--- src/hdl/tatu_pkg.sv ---
// Package for the thermistor ADC to temperature unit.
// Holds the shared widths, constants, codes and the pipeline tag type.
// No dependencies.
`default_nettype none

package tatu_pkg;

    localparam int ADC_FULL_SCALE = 1024;
    localparam int ADC_W          = 10;

    localparam int LOG_IN_W  = 24;
    localparam int LOG_E_W   = 5;
    localparam int LOG_F_W   = 16;
    localparam int LOG_W     = LOG_E_W + LOG_F_W;
    localparam int LOG_LANES = 4;
    localparam int LOG_STEPS = LOG_F_W;

    localparam int DIV_W = 48;

    localparam logic [DIV_W-1:0] INV_NUM = 48'd100 << 40;
    localparam logic [16:0]      LN2_Q16 = 17'd45426;
    localparam logic [23:0]      RECIP5  = 24'd13421773;
    localparam int               RECIP5_SHIFT = 26;

    localparam int T_W = 19;
    localparam logic signed [T_W-1:0] OUT_MAX = 19'sd200000;
    localparam logic signed [T_W-1:0] OUT_MIN = -19'sd100000;

    localparam logic [1:0] UNIT_K = 2'd0;
    localparam logic [1:0] UNIT_C = 2'd1;
    localparam logic [1:0] UNIT_F = 2'd2;

    localparam logic [1:0] ST_OK   = 2'd0;
    localparam logic [1:0] ST_ZERO = 2'd1;
    localparam logic [1:0] ST_SAT  = 2'd2;

    localparam logic [2:0] CFG_BETA    = 3'd0;
    localparam logic [2:0] CFG_T0      = 3'd1;
    localparam logic [2:0] CFG_R0      = 3'd2;
    localparam logic [2:0] CFG_BALANCE = 3'd3;
    localparam logic [2:0] CFG_UNIT    = 3'd4;

    typedef struct packed {
        logic valid;
        logic zero_err;
        logic sat_err;
        logic neg;
    } tatu_tag_t;

endpackage

`default_nettype wire

--- src/hdl/tatu_conv.sv ---
// Unit conversion, saturation and output register of the temperature unit.
// Depends on tatu_pkg.
`default_nettype none

module tatu_conv import tatu_pkg::*;
(
    input  wire logic             clk,
    input  wire logic             rst_n,
    input  wire logic             en,
    input  tatu_tag_t             in_tag,
    input  wire logic [DIV_W-1:0] tk,
    input  wire logic [1:0]       unit,
    output logic                  out_valid,
    output logic signed [T_W-1:0] temp,
    output logic [1:0]            status
);

    tatu_tag_t           tag1_reg, tag2_reg;
    logic                big1_reg, big2_reg;
    logic [19:0]         tk1_reg, tk2_reg;
    logic signed [21:0]  c1_reg, c2_reg;
    logic                neg1_reg, neg2_reg;
    logic [23:0]         av1_reg;
    logic [21:0]         q2_reg;

    logic signed [21:0]  c_next;
    logic signed [25:0]  v_next;
    logic [25:0]         av_next;
    logic [47:0]         prod;
    logic signed [22:0]  f_val;
    logic signed [22:0]  t_val;
    logic                out_valid_next;
    logic signed [T_W-1:0] temp_next;
    logic [1:0]          status_next;

    always_comb
    begin
        c_next  = $signed({2'b00, tk[19:0]}) - 22'sd27315;
        v_next  = 26'(c_next) * 26'sd9;
        av_next = (v_next < 0) ? 26'(-v_next) : 26'(v_next);
        prod    = av1_reg * RECIP5;
    end

    always_ff @(posedge clk or negedge rst_n)
    begin
        if (!rst_n)
        begin
            tag1_reg  <= '0;
            tag2_reg  <= '0;
            out_valid <= 1'b0;
        end
        else if (en)
        begin
            tag1_reg  <= in_tag;
            tag2_reg  <= tag1_reg;
            out_valid <= out_valid_next;
        end
    end

    always_ff @(posedge clk)
    begin
        if (en)
        begin
            big1_reg <= |tk[DIV_W-1:20];
            tk1_reg  <= tk[19:0];
            c1_reg   <= c_next;
            neg1_reg <= v_next < 0;
            av1_reg  <= 24'(av_next + 26'd2);
            big2_reg <= big1_reg;
            tk2_reg  <= tk1_reg;
            c2_reg   <= c1_reg;
            neg2_reg <= neg1_reg;
            q2_reg   <= prod[47:RECIP5_SHIFT];
            temp     <= temp_next;
            status   <= status_next;
        end
    end

    always_comb
    begin
        f_val = neg2_reg ? 23'sd3200 - $signed({1'b0, q2_reg})
                         : 23'sd3200 + $signed({1'b0, q2_reg});
        case (unit)
            UNIT_C:  t_val = 23'(c2_reg);
            UNIT_F:  t_val = f_val;
            default: t_val = $signed({3'b000, tk2_reg});
        endcase
        out_valid_next = tag2_reg.valid;
        if (tag2_reg.zero_err)
        begin
            temp_next   = OUT_MAX;
            status_next = ST_ZERO;
        end
        else if (tag2_reg.sat_err || big2_reg || t_val > 23'(OUT_MAX))
        begin
            temp_next   = OUT_MAX;
            status_next = ST_SAT;
        end
        else if (t_val < 23'(OUT_MIN))
        begin
            temp_next   = OUT_MIN;
            status_next = ST_SAT;
        end
        else
        begin
            temp_next   = T_W'(t_val);
            status_next = ST_OK;
        end
    end

endmodule

`default_nettype wire

--- config.mk ---
export PLATFORM = sky130hd
export DESIGN_NAME = tatu_conv
export DESIGN_NICKNAME = d
export VERILOG_FILES = /design/src/hdl/tatu_pkg.sv /design/src/hdl/tatu_conv.sv
export SDC_FILE = /design/constraint.sdc
export NUM_CORES = 1
export LEC_CHECK = 0
export ABC_AREA = 1
export BUFFER_PORTS_ARGS = -buffer_cell sky130_fd_sc_hd__clkbuf_2
export CORE_MARGIN = 3
export CORE_UTILIZATION = 54
export CTS_CLUSTER_SIZE = 16
export DETAILED_ROUTE_END_ITERATION = 6
export PLACE_DENSITY_LB_ADDON = 0.08
export REMOVE_ABC_BUFFERS = 1
export SLEW_MARGIN = 20
export SYNTH_ARGS = -nofsm -noshare
export SYNTH_HDL_FRONTEND = slang
export SYNTH_SLANG_ARGS = --single-unit
--- constraint.sdc ---
create_clock -name clk -period 11.6 [get_ports clk]
set_input_delay 2.32 -clock clk [delete_from_list [all_inputs] [get_ports clk]]
set_output_delay 2.32 -clock clk [all_outputs]
set_load 0.05 [all_outputs]
# Yosys cells after proc, flatten, opt, wreduce, memory -nomap -nowiden
# Cells that the tools add are included.
# op_classes
add_sub_neg	5
multipliers	2
order_cmp	3
eq_ne	2
n_mux	6
reduce_logical	5
# ops
op	n
$mul 24x24->48 const B	1
$pmux 23 s2	1
$reduce_or 28->1	1
$lt 26x1->1 const B	1
$mul 21x5->26 const B	1
$add 24x2->24 const B	1
$mux 24	1
$neg 24->24	1
$add 12x22->23 const A	1
$gt 23x19->1 const B	1
$lt 23x18->1 const B	1
$mux 23	1
$sub 12x22->23 const A	1
$sub 20x15->21 const B	1
$mux 19	1
$mux 2	2
$reduce_or 3->1	1
$eq 2x1->1 const B	1
$eq 2x2->1 const B	1
$logic_or 1x1->1	2
$reduce_or 2->1	1
# word_totals
ff_bits	160
in_bits	57
output_inout_bits	22
wordCells	43

# Logic depth before layout (Yosys ltp)
# logic_depth
word_depth	6
mapped_depth	34
mapped_depth_nobuf	34

# Worst setup path before layout
# OpenSTA, ideal clock, no wires.
# synth_path
path_kind	input-to-reg
from	in tk[0]
to	reg av1_reg[19], data pin
setup_time_ns	0.254
t_arrival_ns	6.496
setup_slack_ns	4.850
stages	33
n_path_buf	0
path_cell_list	a21oi_1 inv_1 o21ai_0 o21ai_0 a21oi_1 o221ai_1 nand2_1 nand2_1 nor3_1 xor2_1 ha_1 ha_1 nand2_1 inv_1 nand2_1 nand2_1 a21oi_4 nand3_4 nand2_4 nand2_4 o21ai_2 nand2_1 inv_1 ha_1 inv_1 nor2_2 nand2_2 nor2_4 nand2_2 nor2_4 nand2_2 xor2_1 inv_1
# synth_via
elab_chain_len	5
# synth_lines
element	line	rtl
start: declaration	tatu_conv.sv:11	input wire logic [DIV_W-1:0] tk,
$sub 20x15->21 (*)	tatu_conv.sv:38	c_next = $signed({2'b00, tk[19:0]}) - 22'sd27315;
via c_next[19]	tatu_conv.sv:26	logic signed [21:0] c_next;
$mul 21x5->26 (*)	tatu_conv.sv:39	v_next = 26'(c_next) * 26'sd9;
$neg 24->24 or $lt 26x1->1 (tied branches)	tatu_conv.sv:40	av_next = (v_next < 0) ? 26'(-v_next) : 26'(v_next);
$mux 24 (*)	tatu_conv.sv:40	
$add 24x2->24 (*)	tatu_conv.sv:68	av1_reg <= 24'(av_next + 26'd2);
end signal: assignment	tatu_conv.sv:68	
end: declaration	tatu_conv.sv:23	logic [23:0] av1_reg;
# The timed path passes the listed nets; every way through them passes the cells marked *.
# A chain may end at the register's enable or synchronous reset.

# Final worst setup path
# Same ends and word-level chain as after synthesis.

==> results.cfg <==
[cts]
numCtsBuffers = 17
worstSkewPairLatency_ns = 0.44
clockBufferDepth = 2
post_cts.resized_instances = 0
postCtsHoldBufs = 0
htreeDepth = 4
cts_sinks = 160
path_clk_slew_ns = 0.06
cts_tree = yes
cts_root_buf = clkbuf_16
post-cts-setup-buffers = 0

[floorplan]
core_um2 = 37800
die_y_um = 202
dieArea_um2 = 40900
row_count = 71
io_pins = 79
die_w_um = 202
start_util_pct = 55.0

[worst_setup_path]
crit_path_frequent_cell = nand2_1
critPathMaxStageDelay_ns = 0.40
critPathMaxFanout = 28
crit_type = primary input to flop
crit_arrival_ns = 7.70
critPathSlowestCell = ha_1
r2r_start = av1_reg[4]
cp_num_buf_inv = 6
worstRegToRegCells = 22
r2r_slack_ns = 4.56
endpoint_kind = flop
start_kind = primary input
crit_family = simple AND/OR/NAND/NOR gates
critical_path_required_ns = 11.79
r2r_end = q2_reg[15]

[layout]
area_growth_pct = 7.29
fin_area_um2 = 22300
largest_reg_flops = 24
final_nets = 3049
final_common_cell = inv_1
fillers = 3493
mostFrequentLayoutCells = inv_1, nand2_1, ha_1
drive_gt1_share_pct = 7.56

[sta]
min_period_over_period_pct = 64.7
setup_viol = 0
hold_viol = 0
rsz0062_at_grt = no
tns_ns = 0
relSlewSlack_pct = 35.1
worst_slew_pin_slew_ns = 0.973
slew_violations = 0
fin_skew_ns = 0.0130
period_needed_ns = 7.51
max_freq_mhz = 133
whs_ns = 0.421
setup_ws_ns = 4.09

[drt]
wire_per_inst_um = 17.6
dr.pass1.iters = 5
vias = 15842
ant_nets = 0
via_per_inst = 5.30
drt_iter0_markers = 1129
drt-total-wl_mm = 52.7
drc = 0

[placement]
gp_congestion = 0.900
postPlaceCellArea_um2 = 21800
dp_hpwl_mm = 45.1
io_buffer_count = 77
dp_slack_ns = 3.64

[synth]
yosys_register_bits = 160
synth_area_per_cell_um2 = 8.72
synth-seq-area-share_pct = 22.9
netlist_instances = 2386
netlist_area_um2 = 20800
synth_largest_area_cell = edfxtp_1
yosysWarnings = 0
ys_types = 55
yosys.area.top_type_share_pct = 22.1
synth.area.top_cells = edfxtp_1, fa_1, ha_1, inv_1, nand2_1

[min_path]
hold_class = flop to flop
hold_end = c2_reg[16]
holdPathStages = 0
worstHoldStart = c1_reg[16]

[global_route]
grtUsageTotal_pct = 26.5
grt_pass1_wl_mm = 84.7
antenna_found_initial = 0
grt_pass1_vias = 15805
grt_overflow = 0
grt_max_degree = 92

[run]
maxCapViolations = 0

[run_status]
status = finished, final reports clean
## worst max path at each step
stage,from,end,slack [ns],depth (start not counted)
after global placement,tk[0],av1_reg[19],3.80,34
after global routing,tk[0],av1_reg[19],3.58,34
after floorplan,tk[0],av1_reg[19],4.77,33
after detailed placement,tk[0],av1_reg[19],3.64,34
after CTS,tk[0],av1_reg[19],4.09,34
final,tk[0],av1_reg[19],4.09,34
## kinds of logic after synthesis
| kind of cell | synth area share [%] |
|---|---|
| AOI/OAI and AO/OA | 5.59 |
| xor gates and xnor gates | 2.73 |
| adders and majority gates | 39.8 |
| buffers and inverters | 10.3 |
| DFF | 22.9 |
| muxes | 0.108 |
| and+or+nand+nor | 18.6 |
## metrics by stage
stage	util, %	cells
2_1_floorplan	-	2365
3_3_place_gp	57.5	2956
3_5_place_dp	57.5	2956
4_1_cts	59.0	2986
5_1_grt	59.0	2986
6_report	59.0	2987
## metal layers
metal / wire, µm / GRT usage (%) / vias to the layer above
met5: 0 / 0 / -
met4: 885 / 5.00 / 0
met3: 3730 / 6.52 / 48
met2: 23300 / 40.6 / 421
met1: 24800 / 38.9 / 7590
li1: - / - / 7783
## synthesized netlist by cell type, drive strengths merged
library cell,instances
inv,544
nand2,449
ha,306
fa,222
nor2,162
edfxtp,153
nand3,153
a21oi,115
o21ai,58
xor2,46
nand4,42
nor3,20
xnor2,18
nor4,12
clkbuf,11
or2,11
buf,10
dfrtp,7
a31oi,6
a21boi,5
o221ai,5
a21o,4
nand3b,4
o211ai,4
o21a,4
o21bai,4
o31ai,3
and2,2
mux2,2
a311oi,1
and3,1
clkinv,1
o2111ai,1
## layout make-up
cell class                      instances  area (µm²)  area share (%)
Antenna cell                            1        2.50          0.0112
Clock buffer                           19         433            1.94
Clock inverter                         11         131           0.588
Inverter                              545        2050            9.16
Multi-Input combinational cell       1660       13900            62.2
Sequential cell                       160        4770            21.4
Tap cell                              511         639            2.86
Timing Repair Buffer                   80         414            1.85
Power is not shown: default switching activity piles up to over one toggle a cycle in this logic, so the estimate is an artifact.
